$ cat src/mrs_pkg.sv
`default_nettype none
package mrs_pkg;

  localparam int unsigned HOLDING_REGS_DEF = 16;
  localparam int unsigned INPUT_REGS_DEF   = 16;
  localparam int unsigned FRAME_BYTES_DEF  = 256;

  localparam logic [1:0] OP_RX_BYTE   = 2'd0;
  localparam logic [1:0] OP_TICK      = 2'd1;
  localparam logic [1:0] OP_LOAD_REG  = 2'd2;

  localparam logic [1:0] CFG_SLAVE_ADDR = 2'd0;
  localparam logic [1:0] CFG_GAP_TICKS  = 2'd1;

  localparam logic [7:0] FC_READ_HOLDING = 8'd3;
  localparam logic [7:0] FC_READ_INPUT   = 8'd4;
  localparam logic [7:0] FC_WRITE_SINGLE = 8'd6;
  localparam logic [7:0] FC_EXC_FLAG     = 8'h80;

  localparam logic [7:0] EXC_ILLEGAL_FUNC = 8'd1;
  localparam logic [7:0] EXC_ILLEGAL_ADDR = 8'd2;

  localparam logic [15:0] CRC_INIT = 16'hFFFF;
  localparam logic [15:0] CRC_POLY = 16'hA001;
  localparam int unsigned MIN_FRAME = 5;
  localparam int unsigned HDR_BYTES = 6;

  typedef struct packed {
    logic        start;
    logic [15:0] init;
    logic [7:0]  data;
  } crc_req_t;

endpackage
`default_nettype wire

$ cat src/modbus_rtu_register_slave_core.sv
`default_nettype none
// Channel  | Direction | Signals
// ---------+-----------+-----------------------------------------------------
// in       | input     | in_valid_i, in_ready_o, opcode_i, rx_byte_i,
//          |           | reg_index_i, reg_value_i
// out      | output    | out_valid_o, out_ready_i, tx_byte_o, last_o
// cfg      | input     | cfg_valid_i, cfg_ready_o, cfg_index_i, cfg_data_i
//
// A received byte passes through the bit-serial CRC unit, which runs eight steps per byte; a
// byte past the frame limit is not counted and gets no CRC run. A frame end adds an evaluation
// state, then each response byte waits for the CRC unit while the two CRC bytes do not; every
// response byte waits longer while the output transaction is stalled.
// Reset clears both register banks and the frame state and loads the default configuration.
// The block is not ready for input while a transaction is in work or output stalls.
module modbus_rtu_register_slave_core import mrs_pkg::*; #(
  parameter int unsigned HOLDING_REGS = HOLDING_REGS_DEF,
  parameter int unsigned INPUT_REGS   = INPUT_REGS_DEF,
  parameter int unsigned FRAME_BYTES  = FRAME_BYTES_DEF
) (
  input  wire logic        clk_i,
  input  wire logic        rst_ni,
  input  wire logic        in_valid_i,
  output logic             in_ready_o,
  input  wire logic [1:0]  opcode_i,
  input  wire logic [7:0]  rx_byte_i,
  input  wire logic [3:0]  reg_index_i,
  input  wire logic [15:0] reg_value_i,
  output logic             out_valid_o,
  input  wire logic        out_ready_i,
  output logic [7:0]       tx_byte_o,
  output logic             last_o,
  input  wire logic        cfg_valid_i,
  output logic             cfg_ready_o,
  input  wire logic [1:0]  cfg_index_i,
  input  wire logic [15:0] cfg_data_i
);

  localparam int unsigned HW = (HOLDING_REGS > 1) ? $clog2(HOLDING_REGS) : 1;
  localparam int unsigned IW = (INPUT_REGS > 1) ? $clog2(INPUT_REGS) : 1;
  localparam int unsigned BIG = (HOLDING_REGS > INPUT_REGS) ? HOLDING_REGS : INPUT_REGS;
  localparam int unsigned RESP_MAX = 5 + 2 * BIG;
  localparam int unsigned KW = $clog2(RESP_MAX + 1);
  localparam int unsigned LW = $clog2(FRAME_BYTES + 1);

  localparam logic [2:0] S_IDLE  = 3'd0;
  localparam logic [2:0] S_ISTRT = 3'd1;
  localparam logic [2:0] S_ING   = 3'd2;
  localparam logic [2:0] S_EVAL  = 3'd3;
  localparam logic [2:0] S_EMIT  = 3'd4;
  localparam logic [2:0] S_WAIT  = 3'd5;

  localparam logic [1:0] K_EXC = 2'd0;
  localparam logic [1:0] K_RD  = 2'd1;
  localparam logic [1:0] K_WR  = 2'd2;

  logic [2:0]  state_q;
  logic [15:0] hold_q [HOLDING_REGS];
  logic [15:0] inp_q [INPUT_REGS];
  logic [7:0]  hdr_q [HDR_BYTES];
  logic [LW-1:0] flen_q;
  logic [15:0] rcrc_q, txcrc_q, sil_q, gap_q;
  logic [7:0]  sa_q, byte_q, code_q, tx_q;
  logic        pend_q, rdh_q, outv_q, last_q;
  logic [1:0]  kind_q;
  logic [15:0] a_q, q_q;
  logic [KW-1:0] n_q, k_q;

  crc_req_t    creq;
  logic        cbusy;
  logic [15:0] ccrc;

  mrs_crc u_crc (
    .clk_i  (clk_i),
    .rst_ni (rst_ni),
    .req_i  (creq),
    .busy_o (cbusy),
    .crc_o  (ccrc)
  );

  logic [15:0] sil_inc, hdr_a, hdr_q16;
  logic [16:0] a_plus_q;
  logic        frame_open_end, frame_ok;
  logic [KW-1:0] jidx;
  logic [15:0] ridx, rval;
  logic [7:0]  resp_byte;
  logic [4:0]  ld_idx;

  assign sil_inc  = (sil_q == 16'hFFFF) ? sil_q : sil_q + 16'd1;
  assign hdr_a    = {hdr_q[2], hdr_q[3]};
  assign hdr_q16  = {hdr_q[4], hdr_q[5]};
  assign a_plus_q = {1'b0, hdr_a} + {1'b0, hdr_q16};
  assign frame_ok = (flen_q >= LW'(MIN_FRAME)) && (rcrc_q == 16'd0) &&
                    ((hdr_q[0] == sa_q) || (hdr_q[0] == 8'd0)) && (hdr_q[0] != 8'd0);
  assign frame_open_end = (flen_q != '0) && (sil_q >= gap_q);
  assign ld_idx   = {1'b0, reg_index_i};

  assign jidx = k_q - KW'(3);
  assign ridx = a_q + 16'(jidx[KW-1:1]);
  assign rval = rdh_q ? hold_q[ridx[HW-1:0]] : inp_q[ridx[IW-1:0]];

  always_comb begin
    resp_byte = sa_q;
    unique case (kind_q)
      K_EXC: begin
        if (k_q == KW'(1)) resp_byte = q_q[7:0];
        else if (k_q == KW'(2)) resp_byte = code_q;
      end
      K_RD: begin
        if (k_q == KW'(1)) resp_byte = q_q[15:8];
        else if (k_q == KW'(2)) resp_byte = code_q;
        else if (k_q != '0) resp_byte = jidx[0] ? rval[7:0] : rval[15:8];
      end
      K_WR: begin
        if (k_q < KW'(HDR_BYTES)) resp_byte = hdr_q[k_q[2:0]];
      end
      default: resp_byte = sa_q;
    endcase
  end

  always_comb begin
    creq.start = 1'b0;
    creq.init  = rcrc_q;
    creq.data  = byte_q;
    if (state_q == S_ISTRT) begin
      creq.start = (flen_q < LW'(FRAME_BYTES));
      creq.init  = (flen_q == '0) ? CRC_INIT : rcrc_q;
    end else if (state_q == S_EMIT) begin
      creq.start = (k_q < n_q);
      creq.init  = txcrc_q;
      creq.data  = resp_byte;
    end
  end

  assign in_ready_o  = (state_q == S_IDLE);
  assign cfg_ready_o = 1'b1;
  assign out_valid_o = outv_q;
  assign tx_byte_o   = tx_q;
  assign last_o      = last_q;

  always_ff @(posedge clk_i or negedge rst_ni) begin
    if (!rst_ni) begin
      state_q <= S_IDLE;
      for (int i = 0; i < HOLDING_REGS; i++) hold_q[i] <= 16'd0;
      for (int i = 0; i < INPUT_REGS; i++) inp_q[i] <= 16'd0;
      for (int i = 0; i < HDR_BYTES; i++) hdr_q[i] <= 8'd0;
      flen_q  <= '0;
      rcrc_q  <= CRC_INIT;
      txcrc_q <= CRC_INIT;
      sil_q   <= 16'd0;
      gap_q   <= 16'd4;
      sa_q    <= 8'd1;
      byte_q  <= 8'd0;
      code_q  <= 8'd0;
      tx_q    <= 8'd0;
      pend_q  <= 1'b0;
      rdh_q   <= 1'b0;
      outv_q  <= 1'b0;
      last_q  <= 1'b0;
      kind_q  <= K_EXC;
      a_q     <= 16'd0;
      q_q     <= 16'd0;
      n_q     <= '0;
      k_q     <= '0;
    end else begin
      if (cfg_valid_i) begin
        if (cfg_index_i == CFG_SLAVE_ADDR) sa_q <= cfg_data_i[7:0];
        else if (cfg_index_i == CFG_GAP_TICKS) gap_q <= cfg_data_i;
      end
      if (outv_q && out_ready_i) outv_q <= 1'b0;
      unique case (state_q)
        S_IDLE: begin
          if (in_valid_i) begin
            if (opcode_i == OP_RX_BYTE) begin
              byte_q <= rx_byte_i;
              if (frame_open_end) begin
                pend_q  <= 1'b1;
                state_q <= S_EVAL;
              end else begin
                state_q <= S_ISTRT;
              end
            end else if (opcode_i == OP_TICK) begin
              sil_q <= sil_inc;
              if ((flen_q != '0) && (sil_inc >= gap_q)) begin
                pend_q  <= 1'b0;
                state_q <= S_EVAL;
              end
            end else if (opcode_i == OP_LOAD_REG) begin
              if (ld_idx < 5'(INPUT_REGS)) inp_q[ld_idx[IW-1:0]] <= reg_value_i;
            end
          end
        end
        S_ISTRT: begin
          sil_q  <= 16'd0;
          pend_q <= 1'b0;
          if (flen_q == '0) begin
            for (int i = 1; i < HDR_BYTES; i++) hdr_q[i] <= 8'd0;
            hdr_q[0] <= byte_q;
          end else if (flen_q < LW'(HDR_BYTES)) begin
            hdr_q[flen_q[2:0]] <= byte_q;
          end
          if (flen_q < LW'(FRAME_BYTES)) begin
            flen_q  <= flen_q + LW'(1);
            state_q <= S_ING;
          end else begin
            state_q <= S_IDLE;
          end
        end
        S_ING: begin
          if (!cbusy) begin
            rcrc_q  <= ccrc;
            state_q <= S_IDLE;
          end
        end
        S_EVAL: begin
          flen_q <= '0;
          a_q    <= hdr_a;
          rdh_q  <= (hdr_q[1] == FC_READ_HOLDING);
          k_q    <= '0;
          txcrc_q <= CRC_INIT;
          if ((hdr_q[1] == FC_READ_HOLDING) || (hdr_q[1] == FC_READ_INPUT)) begin
            if (a_plus_q > 17'((hdr_q[1] == FC_READ_HOLDING) ? HOLDING_REGS : INPUT_REGS))
            begin
              kind_q <= K_EXC;
              q_q    <= {hdr_q[1], hdr_q[1] | FC_EXC_FLAG};
              code_q <= EXC_ILLEGAL_ADDR;
              n_q    <= KW'(3);
            end else begin
              kind_q <= K_RD;
              q_q    <= {hdr_q[1], 8'd0};
              code_q <= {hdr_q16[6:0], 1'b0};
              n_q    <= KW'(3) + KW'({hdr_q16[6:0], 1'b0});
            end
          end else if (hdr_q[1] == FC_WRITE_SINGLE) begin
            if (hdr_a >= 16'(HOLDING_REGS)) begin
              kind_q <= K_EXC;
              q_q    <= {hdr_q[1], hdr_q[1] | FC_EXC_FLAG};
              code_q <= EXC_ILLEGAL_ADDR;
              n_q    <= KW'(3);
            end else begin
              kind_q <= K_WR;
              n_q    <= KW'(6);
              if (frame_ok || ((flen_q >= LW'(MIN_FRAME)) && (rcrc_q == 16'd0) &&
                               (hdr_q[0] == 8'd0))) begin
                hold_q[hdr_a[HW-1:0]] <= hdr_q16;
              end
            end
          end else begin
            kind_q <= K_EXC;
            q_q    <= {hdr_q[1], hdr_q[1] | FC_EXC_FLAG};
            code_q <= EXC_ILLEGAL_FUNC;
            n_q    <= KW'(3);
          end
          if (frame_ok) state_q <= S_EMIT;
          else state_q <= pend_q ? S_ISTRT : S_IDLE;
        end
        S_EMIT: begin
          outv_q <= 1'b1;
          last_q <= 1'b0;
          if (k_q < n_q) tx_q <= resp_byte;
          else if (k_q == n_q) tx_q <= txcrc_q[7:0];
          else begin
            tx_q   <= txcrc_q[15:8];
            last_q <= 1'b1;
          end
          state_q <= S_WAIT;
        end
        S_WAIT: begin
          if (!outv_q && !cbusy) begin
            if (k_q < n_q) txcrc_q <= ccrc;
            k_q <= k_q + KW'(1);
            if (last_q) state_q <= pend_q ? S_ISTRT : S_IDLE;
            else state_q <= S_EMIT;
          end
        end
        default: state_q <= S_IDLE;
      endcase
    end
  end

endmodule
`default_nettype wire

$ cat src/mrs_crc.sv
`default_nettype none
module mrs_crc import mrs_pkg::*; (
  input  wire logic        clk_i,
  input  wire logic        rst_ni,
  input  wire crc_req_t    req_i,
  output logic             busy_o,
  output logic [15:0]      crc_o
);

  logic        busy_q, busy_d;
  logic [2:0]  cnt_q, cnt_d;
  logic [15:0] crc_q, crc_d;

  always_comb begin
    busy_d = busy_q;
    cnt_d  = cnt_q;
    crc_d  = crc_q;
    if (req_i.start) begin
      busy_d = 1'b1;
      cnt_d  = 3'd0;
      crc_d  = req_i.init ^ {8'd0, req_i.data};
    end else if (busy_q) begin
      crc_d = crc_q[0] ? ((crc_q >> 1) ^ CRC_POLY) : (crc_q >> 1);
      cnt_d = cnt_q + 3'd1;
      if (cnt_q == 3'd7) begin
        busy_d = 1'b0;
      end
    end
  end

  always_ff @(posedge clk_i or negedge rst_ni) begin
    if (!rst_ni) begin
      busy_q <= 1'b0;
      cnt_q  <= 3'd0;
      crc_q  <= CRC_INIT;
    end else begin
      busy_q <= busy_d;
      cnt_q  <= cnt_d;
      crc_q  <= crc_d;
    end
  end

  assign busy_o = busy_q;
  assign crc_o  = crc_q;

endmodule
`default_nettype wire

$ cat config.mk
export PLATFORM = sky130hd
export DESIGN_NAME = modbus_rtu_register_slave_core
export DESIGN_NICKNAME = d
export VERILOG_FILES = /design/src/mrs_pkg.sv /design/src/modbus_rtu_register_slave_core.sv /design/src/mrs_crc.sv
export SDC_FILE = /design/constraint.sdc
export NUM_CORES = 1
export LEC_CHECK = 0
export ABC_CLOCK_PERIOD_IN_PS = 13400
export BUFFER_PORTS_ARGS = -buffer_cell sky130_fd_sc_hd__buf_2
export CORE_MARGIN = 3
export CORE_UTILIZATION = 45
export DETAILED_ROUTE_END_ITERATION = 16
export PLACE_DENSITY = 0.6
export SLEW_MARGIN = 20
export SYNTH_ARGS = -nofsm -noshare
export SYNTH_HDL_FRONTEND = slang
export SYNTH_SLANG_ARGS = --single-unit
$ cat constraint.sdc
create_clock -name clk_i -period 13.4 [get_ports clk_i]
set_input_delay 2.68 -clock clk_i [delete_from_list [all_inputs] [get_ports clk_i]]
set_output_delay 2.68 -clock clk_i [all_outputs]
set_load 0.005 [all_outputs]
Word level (Yosys, flattened, before mapping)
Cells that the tools add are included.

word-level totals
  flip-flop bits (word level) = 726
  input bits = 53
  word-level logic and storage cells = 268

cells by class
  $add $sub $neg = 8
  magnitude comparators = 18
  eq/ne operators = 30
  mux-type cells = 93
  bitwise operators = 13
  reductions and logical operators = 46

operators by type and width
  operator                 count
  $bwmux W256              2
  $mux W16                 20
  $mux W8                  18
  $bmux W16 S4             2
  $demux W16 S4            2
  $mux W48                 2
  $pmux W16 S2             2
  $bwmux W48               1
  $mux W3                  11
  $ge A16 B16 Y1           2
  $mux W25                 1
  $bmux W8 S3              1
  $demux W8 S3             1
  $mux W6                  4
  $pmux W8 S3              1
  $pmux W3 S6              1
  $pmux W9 S2              1
  $add A16 B16 Y17         1
  $gt A17 B5 Y1 const B    1
  $mux W17                 1
  $add A16 B1 Y16 const B  1
  $eq A16 B16 Y1 const B   1
  $eq A8 B3 Y1 const B     2
  $ge A16 B5 Y1 const B    1
  other kinds (58)         128

Logic depth before layout (Yosys ltp)
Gate-level depths: netlist (run 1).

  depth after elaboration = 16
  depth in mapped cells = 18

Modules after synthesis
A second synthesis (run 1) with hierarchy kept.

second synthesis, totals
  cells, all modules = 2636
  area, all modules = 35755.5 µm²

by module, submodules not included
  module                          times used  cells an instance  area each (µm²)  sequential area each (µm²)
  modbus_rtu_register_slave_core  1           2549               34710.8          17709.5
  mrs_crc                         1           87                 1044.8           520.5

Worst setup path after synthesis (run 1)
OpenSTA, ideal clock, no wires.

  kind = flip-flop to flip-flop
  from = reg k_q[0]
  to = reg u_crc.crc_q[6], in the netlist u_crc.crc_o[6]
  library setup time = 0.073 ns
  arrival time = 4.874 ns
  data required time = 13.327 ns
  setup slack = 8.453 ns
  stages on the path, launching flop included = 16
  buffers on the path = 4
  cells stage by stage = dfrtp_1 buf_1 clkbuf_1 inv_1 ha_1 ha_1 inv_1 fa_1 clkbuf_1 buf_1 mux4_2 mux4_2 mux4_2 o221a_2 xor2_1 a21oi_1

on the way
  word-level cells in the longest chain between the ends = 16
  elaborated cells on any way between the ends = 33
  those cells by class = add/sub (2); order compare (2); eq/ne (2); mux (22); bitwise (3); reduce/logical (2)

RTL lines
  element                                       line                                   text
  from (decl)                                   modbus_rtu_register_slave_core.sv:66   logic [KW-1:0] n_q, k_q;
  from (signal assigned)                        modbus_rtu_register_slave_core.sv:270  k_q <= k_q + KW'(1);
  $sub A5 B2 Y5                                 modbus_rtu_register_slave_core.sv:97   assign jidx = k_q - KW'(3);
  $add A4 B4 Y4                                 modbus_rtu_register_slave_core.sv:98   assign ridx = a_q + 16'(jidx[KW-1:1]);
  $not A4 Y5 (not written as such)              modbus_rtu_register_slave_core.sv:99   assign rval = rdh_q ? hold_q[ridx[HW-1:0]] : inp_q[ridx[IW-1:0]];
  $bmux W16 S4                                  modbus_rtu_register_slave_core.sv:99
  $mux W16 (not written as such) (2 in series)  modbus_rtu_register_slave_core.sv:99
  $mux W16                                      modbus_rtu_register_slave_core.sv:99
  $mux W8 (2 in series)                         modbus_rtu_register_slave_core.sv:111  else if (k_q != '0) resp_byte = jidx[0] ? rval[7:0] : rval[15:8];
  $mux W8                                       modbus_rtu_register_slave_core.sv:110  else if (k_q == KW'(2)) resp_byte = code_q;
  $mux W8                                       modbus_rtu_register_slave_core.sv:109  if (k_q == KW'(1)) resp_byte = q_q[15:8];
  $pmux W8 S3                                   modbus_rtu_register_slave_core.sv:103  unique case (kind_q)
  $mux W25 (*)                                  modbus_rtu_register_slave_core.sv:127  end else if (state_q == S_EMIT) begin
  $mux W8                                       modbus_rtu_register_slave_core.sv:124  if (state_q == S_ISTRT) begin
  $xor A16 B8 Y16                               mrs_crc.sv:21                          crc_d = req_i.init ^ {8'd0, req_i.data};
  $mux W16                                      mrs_crc.sv:18                          if (req_i.start) begin
  to (signal assigned)                          mrs_crc.sv:39                          crc_q <= crc_d;
  to (decl)                                     mrs_crc.sv:12                          logic [15:0] crc_q, crc_d;

Every way passes the cells marked *; elsewhere a longest branch is shown, timed or not. The select of a mux whose other input is x is not followed.
A chain may end at the register's enable or synchronous reset.

Worst setup path after layout (run 1)
  from = reg k_q[0]
  to = reg u_crc.crc_q[5], in the netlist u_crc.crc_o[5]

Same word-level chain as after synthesis.

==> results of run 1 <==
-- critical path, delay by kind of cell, from the launching register on --
kind / cells / cell delay (ps)
AOI/OAI and AO/OA: 2 / 500
buffers and inverters: 3 / 1150
xor gates and xnor gates: 1 / 160
adders and majority gates: 3 / 1740
DFF: 1 / 960
muxes: 3 / 1570
-- final timing paths --
| kind | cells past startpoint | start | slack (ps) | to |
|---|---|---|---|---|
| hold reg to reg | 2 | q_q[3] | 470 | q_q[3] |
| min in group asynchronous | 1 | rst_ni | 2120 | gap_q[13] |
| setup reg to reg | 12 | k_q[0] | 7190 | u_crc.crc_o[5] |
| setup / recovery | 12 | k_q[0] | 7190 | u_crc.crc_o[5] |
| hold / removal | 2 | q_q[3] | 470 | q_q[3] |
| max in group asynchronous | 3 | rst_ni | 9120 | hold_q[102] |
-- where the power goes --
part           switching [mW]  leakage, nW  internal [mW]  total (mW)
Combinational           0.857         7.26          0.771        1.63
Sequential              0.427         9.71           2.59        3.02
Clock                   0.912         1.34           1.35        2.26
-- layout by cell type (no fill, tap or decap), types with 46 or more instances in the layout --
master	count
dfstp_2	50
ha_1	67
mux2_2	570
nor2_1	97
mux4_2	173
buf_4	46
clkbuf_16	83
buf_2	62
a22o_1	46
inv_1	57
dfrtp_1	675
nand2_1	158
o21ai_0	82
-- per-layer routing --
metal | vias to the layer above | wire length, um
li1 | 9601 | -
met3 | 208 | 3760
met4 | 4 | 3570
met1 | 11700 | 40600
met2 | 532 | 45100
met5 | - | 24
-- final cells by class --
| type | count | area, um2 |
|---|---|---|
| fill | 6574 | 37200 |
| multi-input combinational | 1638 | 16200 |
| timing repair buffer | 116 | 801 |
| tap | 1030 | 1290 |
| antenna | 3 | 7.51 |
| inverter | 57 | 214 |
| clock buffer | 123 | 2430 |
| sequential | 726 | 18200 |
| clock inverter | 24 | 299 |
-- cell families (layout without fill, tap and decap cells) --
family / count (synthesis) / in the layout / share of synthesized area
fa+ha+maj: 70 / 70 / 0.0253
buf+inv: 233 / 320 / 0.0259
xor+xnor: 60 / 60 / 0.0151
mux: 783 / 783 / 0.304
other cells: 1 / 4 / 0.000106
compound gates: 274 / 274 / 0.0515
simple gates: 450 / 450 / 0.0603
flops: 726 / 726 / 0.518
==> flow_summary.json, run 1 <==
{
  "clk_latency_ps": 630,
  "hold_class": "reg2reg",
  "syn2layout_area_growth_pct": 12.2,
  "ctsHoldBuffers": 0,
  "cp-end-kind": "register",
  "cts_made_buffers": 81,
  "first_iter_violations": 1592,
  "fin_worst_skew_ps": 20.7,
  "cts_sinks": 726,
  "netlist-cell-type-count": 62,
  "yosysTopAreaCell": "dfrtp_1",
  "crit_top_cell": "mux4_2",
  "dp_hpwl_um": 58400,
  "cp.arrival_ps": 6760,
  "synthFlopType": "dfrtp_1",
  "synthTopCellsByArea": "dfrtp_1 48%, mux2_2 18%, mux4_2 11%",
  "wl_per_cell_um": 25.1,
  "synthArstFlopShare": 1.00,
  "timing.final.ws_setup_ps": 7190,
  "critPathMaxFanout": 64,
  "instances_no_fill": 3717,
  "ys_ff_latch": 726,
  "die_area_um2": 81700,
  "post-route-util": 0.515,
  "fmax_mhz": 161,
  "cts.reportedPaths.clkPinSlew_ps": 60,
  "rsz0062_at_grt": "no",
  "crit_type": "reg2reg",
  "cts_setup_buffers": 0,
  "cap_violations": 0,
  "port-buffer-count": 63,
  "dp_cells": 3565,
  "yosysMostFrequentCell": "dfrtp_1",
  "grt_pass1_vias": 23400,
  "syn_area_per_cell_um2": 13.6,
  "p_per_area_nw_per_um2": 175,
  "fin_nets": 2743,
  "hold_viol": 0,
  "io-pin-count": 65,
  "finalSetupViolCount": 0,
  "cp-start-kind": "register",
  "finalCriticalPeriod_ps": 6210,
  "reg.largest.list": "hold_q x256, inp_q x256, hdr_q x32",
  "p_leak_nw": 18.3,
  "routed_via_density": 5.93,
  "post-route-period-util": 0.463,
  "crit_path_max_incr_delay_ps": 1170,
  "drive_gt1_frac": 0.400,
  "power_mw": 6.91,
  "synth_edf_count": 0,
  "totalWireLength_um": 93100,
  "ys_warn_count": 0,
  "place_ws_ps": 6810,
  "grt-busiest-layer": "met2",
  "grt_pass1_wl_um": 145000,
  "clock_path_buffers": 3,
  "grt_max_degree": 167,
  "grt_use_met3": 0.0349,
  "synth_top_area_share": 0.480,
  "grt_overflow": 0,
  "placed_area_um2": 36700,
  "fp-row-count": 101,
  "antenna_found_initial": 5,
  "final_cell_area_um2": 39500,
  "finalMaxSlewViolations": 0,
  "core_area_um2": 76700,
  "tns_ps": 0,
  "crit_path_top_delay_cell": "fa_4",
  "relSlewSlack": 0.219,
  "syn_area_um2": 35200,
  "root_buffer": "clkbuf_16",
  "tightest_slew_ps": 1170,
  "synthCells": 2597,
  "cts_tree": "built",
  "ir_worst_vdd_mv": 0.110,
  "ys_seq_area_frac": 0.518,
  "ctsResizeCount": 0,
  "track_usage": 0.231,
  "grt.met2_usage": 0.384,
  "outcome": "complete, no violations",
  "dr.pass1.iters": 7,
  "yosys-top-cells-count": "676 x dfrtp_1, 570 x mux2_2, 173 x mux4_2",
  "path_cells": "inv_1 > ha_1 > ha_4 > inv_1 > fa_4 > buf_4 > mux4_2 > mux4_2 > mux4_2 > o221a_2 > xor2_1 > a21oi_1",
  "holdWs_ps": 468,
  "start_util": 0.459,
  "synth_nets": 2720,
  "grt_use_met1": 0.309,
  "fp.dieH_um": 286,
  "drc_errors": 0,
  "required_ps": 13950,
  "num_vias": 22100,
  "antenna_left": 0,
  "fp.dieW_um": 286,
  "gp_congestion": 0.918,
  "h-tree-depth": 3
}
No activity file was read; power rests on OpenSTA's default activity.
==> run 2: changes to the inputs <==
--- a/config.mk
+++ b/config.mk
@@ -5,7 +5,7 @@
 export SDC_FILE = /design/constraint.sdc
 export NUM_CORES = 1
 export LEC_CHECK = 0
-export ABC_CLOCK_PERIOD_IN_PS = 13400
+export ABC_CLOCK_PERIOD_IN_PS = 6100
 export BUFFER_PORTS_ARGS = -buffer_cell sky130_fd_sc_hd__buf_2
 export CORE_MARGIN = 3
 export CORE_UTILIZATION = 45
==> constraint.sdc (replaced) <==
create_clock -name clk_i -period 6.1 [get_ports clk_i]
set_input_delay 1.22 -clock clk_i [delete_from_list [all_inputs] [get_ports clk_i]]
set_output_delay 1.22 -clock clk_i [all_outputs]
set_load 0.005 [all_outputs]
==> run 2 against run 1 <==
Compared with the run above:
- clock-buffer cell count shrank 5
- sequential power up 120%
- sequential share of layout area is 0.27 points lower
==> flow_summary.json, run 2 (synthesized netlist as in run 1, its figures left out) <==
{
  "finalSetupViolCount": 0,
  "ir_worst_vdd_mv": 0.237,
  "cp-start-kind": "register",
  "cp.arrival_ps": 5730,
  "track_usage": 0.232,
  "rsz0062_at_grt": "no",
  "clock_path_buffers": 3,
  "power_switching_mw": 4.81,
  "critPathMaxFanout": 24,
  "ctsHoldBuffers": 0,
  "final_cell_area_um2": 39700,
  "antenna_found_initial": 5,
  "fp.dieH_um": 286,
  "port-buffer-count": 63,
  "h-tree-depth": 3,
  "holdWs_ps": 469,
  "start_util": 0.459,
  "switching_share": 0.313,
  "die_area_um2": 81700,
  "layout_common_cells": "675 x dfrtp_1, 570 x mux2_2, 173 x mux4_2",
  "fp.dieW_um": 286,
  "p_leak_nw": 18.4,
  "grt_max_degree": 153,
  "tightest_slew_ps": 1230,
  "antenna_cells": 0,
  "dr.pass1.iters": 5,
  "ctsResizeCount": 0,
  "combPwrFrac": 0.235,
  "drc_errors": 0,
  "place_ws_ps": 993,
  "seqPwrFrac": 0.433,
  "gp_congestion": 0.914,
  "grt_overflow": 0,
  "dp_hpwl_um": 60300,
  "required_ps": 6650,
  "relSlewSlack": 0.180,
  "area.sequential_um2": 18200,
  "grt_pass1_vias": 23200,
  "outcome": "complete, no violations",
  "drive_gt1_frac": 0.404,
  "syn2layout_area_growth_pct": 12.8,
  "io-pin-count": 65,
  "fin_worst_skew_ps": 19.2,
  "grt_pass1_wl_um": 145000,
  "totalWireLength_um": 92900,
  "crit_type": "reg2reg",
  "cts.reportedPaths.clkPinSlew_ps": 60,
  "cp-end-kind": "register",
  "finalMaxSlewViolations": 0,
  "num_vias": 22000,
  "hold_viol": 0,
  "hold_class": "reg2reg",
  "nFillCells": 6456,
  "fmax_mhz": 193,
  "p_per_area_nw_per_um2": 386,
  "final_common_cell": "dfrtp_1",
  "first_iter_violations": 1397,
  "cts_made_buffers": 80,
  "cts_setup_buffers": 0,
  "wl_per_cell_um": 24.9,
  "fp-row-count": 101,
  "timing.final.ws_setup_ps": 927,
  "placed_area_um2": 36900,
  "reg.largest.list": "hold_q x256, inp_q x256, hdr_q x32",
  "p_clk_frac": 0.332,
  "post-route-period-util": 0.848,
  "power_mw": 15.3,
  "core_area_um2": 76700,
  "cap_violations": 0,
  "power.internal_mw": 10.5,
  "fin_nets": 2759,
  "routed_via_density": 5.91,
  "clk_latency_ps": 630,
  "finalCriticalPeriod_ps": 5170,
  "antenna_left": 0,
  "tns_ps": 0,
  "root_buffer": "clkbuf_16",
  "cts_sinks": 726,
  "multi_input_area_um2": 16200,
  "cts_tree": "built"
}
[run 2: cell types whose count changed in the layout (fill, tap and decap cells not counted), moves of 2 or more]
cell / delta
nor2_4: -4
bufinv_16: +5
nor3_2: +2
diode_2: -3
nor3_1: -2
clkinv_2: -4
buf_4: +13
clkbuf_8: -4
buf_6: -2
nor2_2: +3
buf_12: +7
[run 2: metal layers]
layer | global-route usage | vias to the layer above | wire length, um
li1 | - | 9654 | -
met1 | 0.311 | 11700 | 40000
met2 | 0.387 | 539 | 45700
met3 | 0.0389 | 167 | 4450
met4 | 0.0725 | 4 | 2780
met5 | 0 | - | 31
[run 2: metrics by stage]
step | util | instances
after CTS | 0.518 | 3728
after global placement | 0.481 | 3584
after detailed placement | 0.482 | 3584
final | 0.518 | 3728
after global routing | 0.518 | 3728
after floorplan | - | 2597
[run 2: critical path, stage by stage (launching register included)]
cell     delay (ps)
dfrtp_1         730
inv_1           200
ha_1            380
ha_4            140
inv_1            50
fa_4           1070
buf_4           350
mux4_2          340
mux4_2          530
mux4_2          620
o221a_2         340
xor2_1          160
a21oi_1         140
[run 2: final cells by class]
class | instances | area share
clock inverter | 26 | 0.0111
timing repair buffer | 133 | 0.0249
sequential | 726 | 0.459
tap | 1030 | 0.0324
clock buffer | 118 | 0.0591
inverter | 57 | 0.00538
multi-input combinational | 1638 | 0.408
[run 2: worst paths after layout]
path                       slack [ps]  cells after the start              to  startpoint
setup / recovery                  930                     12  u_crc.crc_o[5]      k_q[1]
min in group asynchronous         630                      1       sil_q[13]      rst_ni
setup reg to reg                  930                     12  u_crc.crc_o[5]      k_q[1]
hold reg to reg                   470                      2          q_q[3]      q_q[3]
max in group asynchronous        4050                      2      hold_q[46]      rst_ni
hold / removal                    470                      2          q_q[3]      q_q[3]
[run 2: power by group through the flow]
stage	Clock [mW]	Sequential, mW	Combinational, mW
after floorplan	0	6.15	2.76
after global placement	0	6.69	3.50
after detailed placement	0	6.71	3.62
after CTS	5.22	6.63	3.63
after global routing	5.42	6.75	3.96
final	5.10	6.65	3.60
==> run 3: changes to the inputs <==
--- a/config.mk
+++ b/config.mk
@@ -5,7 +5,7 @@
 export SDC_FILE = /design/constraint.sdc
 export NUM_CORES = 1
 export LEC_CHECK = 0
-export ABC_CLOCK_PERIOD_IN_PS = 6100
+export ABC_CLOCK_PERIOD_IN_PS = 5400
 export BUFFER_PORTS_ARGS = -buffer_cell sky130_fd_sc_hd__buf_2
 export CORE_MARGIN = 3
 export CORE_UTILIZATION = 45
==> constraint.sdc (replaced) <==
create_clock -name clk_i -period 5.4 [get_ports clk_i]
set_input_delay 1.08 -clock clk_i [delete_from_list [all_inputs] [get_ports clk_i]]
set_output_delay 1.08 -clock clk_i [all_outputs]
set_load 0.005 [all_outputs]
==> run 3 against run 2 <==
Compared with the run above:
- non-clock buffer count increased by 3
- power increased by 12%
- wire length increased by 1.4%
- critical endpoint is now state_q[0]
- global-route usage increased by 0.19 points
- clock power increased by 10%
- critical path type unchanged
- design area about the same
- die area unchanged
==> flow_summary.json, run 3 (synthesized netlist as in run 1, its figures left out) <==
{
  "routed_via_density": 5.95,
  "multi_input_area_um2": 16200,
  "p_clk_frac": 0.326,
  "cts_sinks": 726,
  "place_ws_ps": 819,
  "clk_latency_ps": 620,
  "tns_ps": 0,
  "seqPwrFrac": 0.439,
  "ctsResizeCount": 0,
  "track_usage": 0.234,
  "p_per_area_nw_per_um2": 433,
  "finalSetupViolCount": 0,
  "p_leak_nw": 18.4,
  "h-tree-depth": 3,
  "timing.final.ws_setup_ps": 769,
  "totalWireLength_um": 94200,
  "fin_worst_skew_ps": 15.1,
  "area.sequential_um2": 18200,
  "power.internal_mw": 11.7,
  "power_mw": 17.2,
  "dp_hpwl_um": 60200,
  "fp-row-count": 101,
  "combPwrFrac": 0.235,
  "core_area_um2": 76700,
  "reg.largest.list": "hold_q x256, inp_q x256, hdr_q x32",
  "fin_nets": 2762,
  "antenna_left": 0,
  "die_area_um2": 81700,
  "hold_viol": 0,
  "crit_type": "reg2reg",
  "rsz0062_at_grt": "no",
  "io-pin-count": 65,
  "drc_errors": 0,
  "relSlewSlack": 0.223,
  "start_util": 0.459,
  "fmax_mhz": 216,
  "cp-start-kind": "register",
  "final_common_cell": "dfrtp_1",
  "grt_pass1_vias": 23500,
  "nFillCells": 6530,
  "tightest_slew_ps": 1160,
  "hold_class": "in2async",
  "fp.dieW_um": 286,
  "critPathMaxFanout": 10,
  "num_vias": 22200,
  "ctsHoldBuffers": 0,
  "syn2layout_area_growth_pct": 12.7,
  "switching_share": 0.318,
  "layout_common_cells": "675 x dfrtp_1, 570 x mux2_2, 173 x mux4_2",
  "cts_made_buffers": 80,
  "grt_max_degree": 143,
  "cp-end-kind": "register",
  "grt_overflow": 0,
  "cts_tree": "built",
  "grt_pass1_wl_um": 146000,
  "dr.pass1.iters": 5,
  "wl_per_cell_um": 25.2,
  "required_ps": 5860,
  "cp.arrival_ps": 5090,
  "antenna_found_initial": 5,
  "gp_congestion": 0.955,
  "finalMaxSlewViolations": 0,
  "outcome": "complete, no violations",
  "clock_path_buffers": 3,
  "root_buffer": "clkbuf_16",
  "port-buffer-count": 63,
  "finalCriticalPeriod_ps": 4630,
  "ir_worst_vdd_mv": 0.273,
  "first_iter_violations": 1482,
  "fp.dieH_um": 286,
  "drive_gt1_frac": 0.403,
  "cap_violations": 0,
  "power_switching_mw": 5.46,
  "post-route-period-util": 0.858,
  "cts_setup_buffers": 0,
  "cts.reportedPaths.clkPinSlew_ps": 60
}
## run 3: cell types whose count changed in the layout (fill, tap and decap cells not counted), sizes merged
cell	before	now
clkbuf	118	125
bufinv	10	6
buf	133	136
clkinv	12	9
diode	0	2
inv	59	61
## run 3: worst paths after layout
kind | from | endpoint | slack (ps) | depth (start not counted)
min in group clk_i | q_q[1] | q_q[1] | 470 | 2
min reg2reg | q_q[1] | q_q[1] | 470 | 2
max in group asynchronous | rst_ni | inp_q[221] | 3640 | 2
max | sil_q[5] | state_q[0] | 770 | 16
min | rst_ni | sil_q[14] | 450 | 1
max reg2reg | sil_q[5] | state_q[0] | 770 | 16
## run 3: area by class of cell
| type | count | area share |
|---|---|---|
| tap | 1030 | 0.0325 |
| timing repair buffer | 136 | 0.0264 |
| clock buffer | 125 | 0.0603 |
| inverter | 57 | 0.00539 |
| sequential | 726 | 0.459 |
| clock inverter | 21 | 0.00788 |
| antenna | 2 | 0.000126 |
| multi-input combinational | 1638 | 0.408 |
## run 3: metrics by stage
step                      hold slack (ps)  area, um2  std cells  utilization
after floorplan                       438      35200       2597            -
after global placement                452      37000       3587        0.482
after detailed placement              462      37000       3587        0.482
after CTS                             476      39700       3733        0.517
after global routing                  480      39700       3735        0.518
final                                 447      39700       3735        0.518
## run 3: layer usage
metal / up-vias / share of wire / track usage
met2: 525 / 0.49 / 0.388
met1: 11900 / 0.43 / 0.313
li1: 9633 / - / -
met5: - / 0.00029 / 0
met4: 4 / 0.034 / 0.0796
met3: 195 / 0.044 / 0.0399
## run 3: worst max-delay path: stages (launching register included)
cell      delay [ps]
dfrtp_1          490
nand4_1          250
or4_1            670
nor4_2           400
nand3_1          430
nand4_1          360
nor2_1           100
xor2_1           160
ha_1             200
a21o_1           160
a21o_1           180
a21oi_1          240
a21oi_1          100
o21ai_0          150
a21oi_1          100
a221oi_1         350
o22ai_1          140
## run 3: power groups by stage
stage | sequential, mW | clock [mW] | combinational [mW]
6_report | 7.55 | 5.61 | 4.04
2_1_floorplan | 6.95 | 0 | 3.11
3_3_place_gp | 7.56 | 0 | 3.94
5_1_grt | 7.67 | 5.97 | 4.41
4_1_cts | 7.53 | 5.74 | 4.08
3_5_place_dp | 7.62 | 0 | 4.06
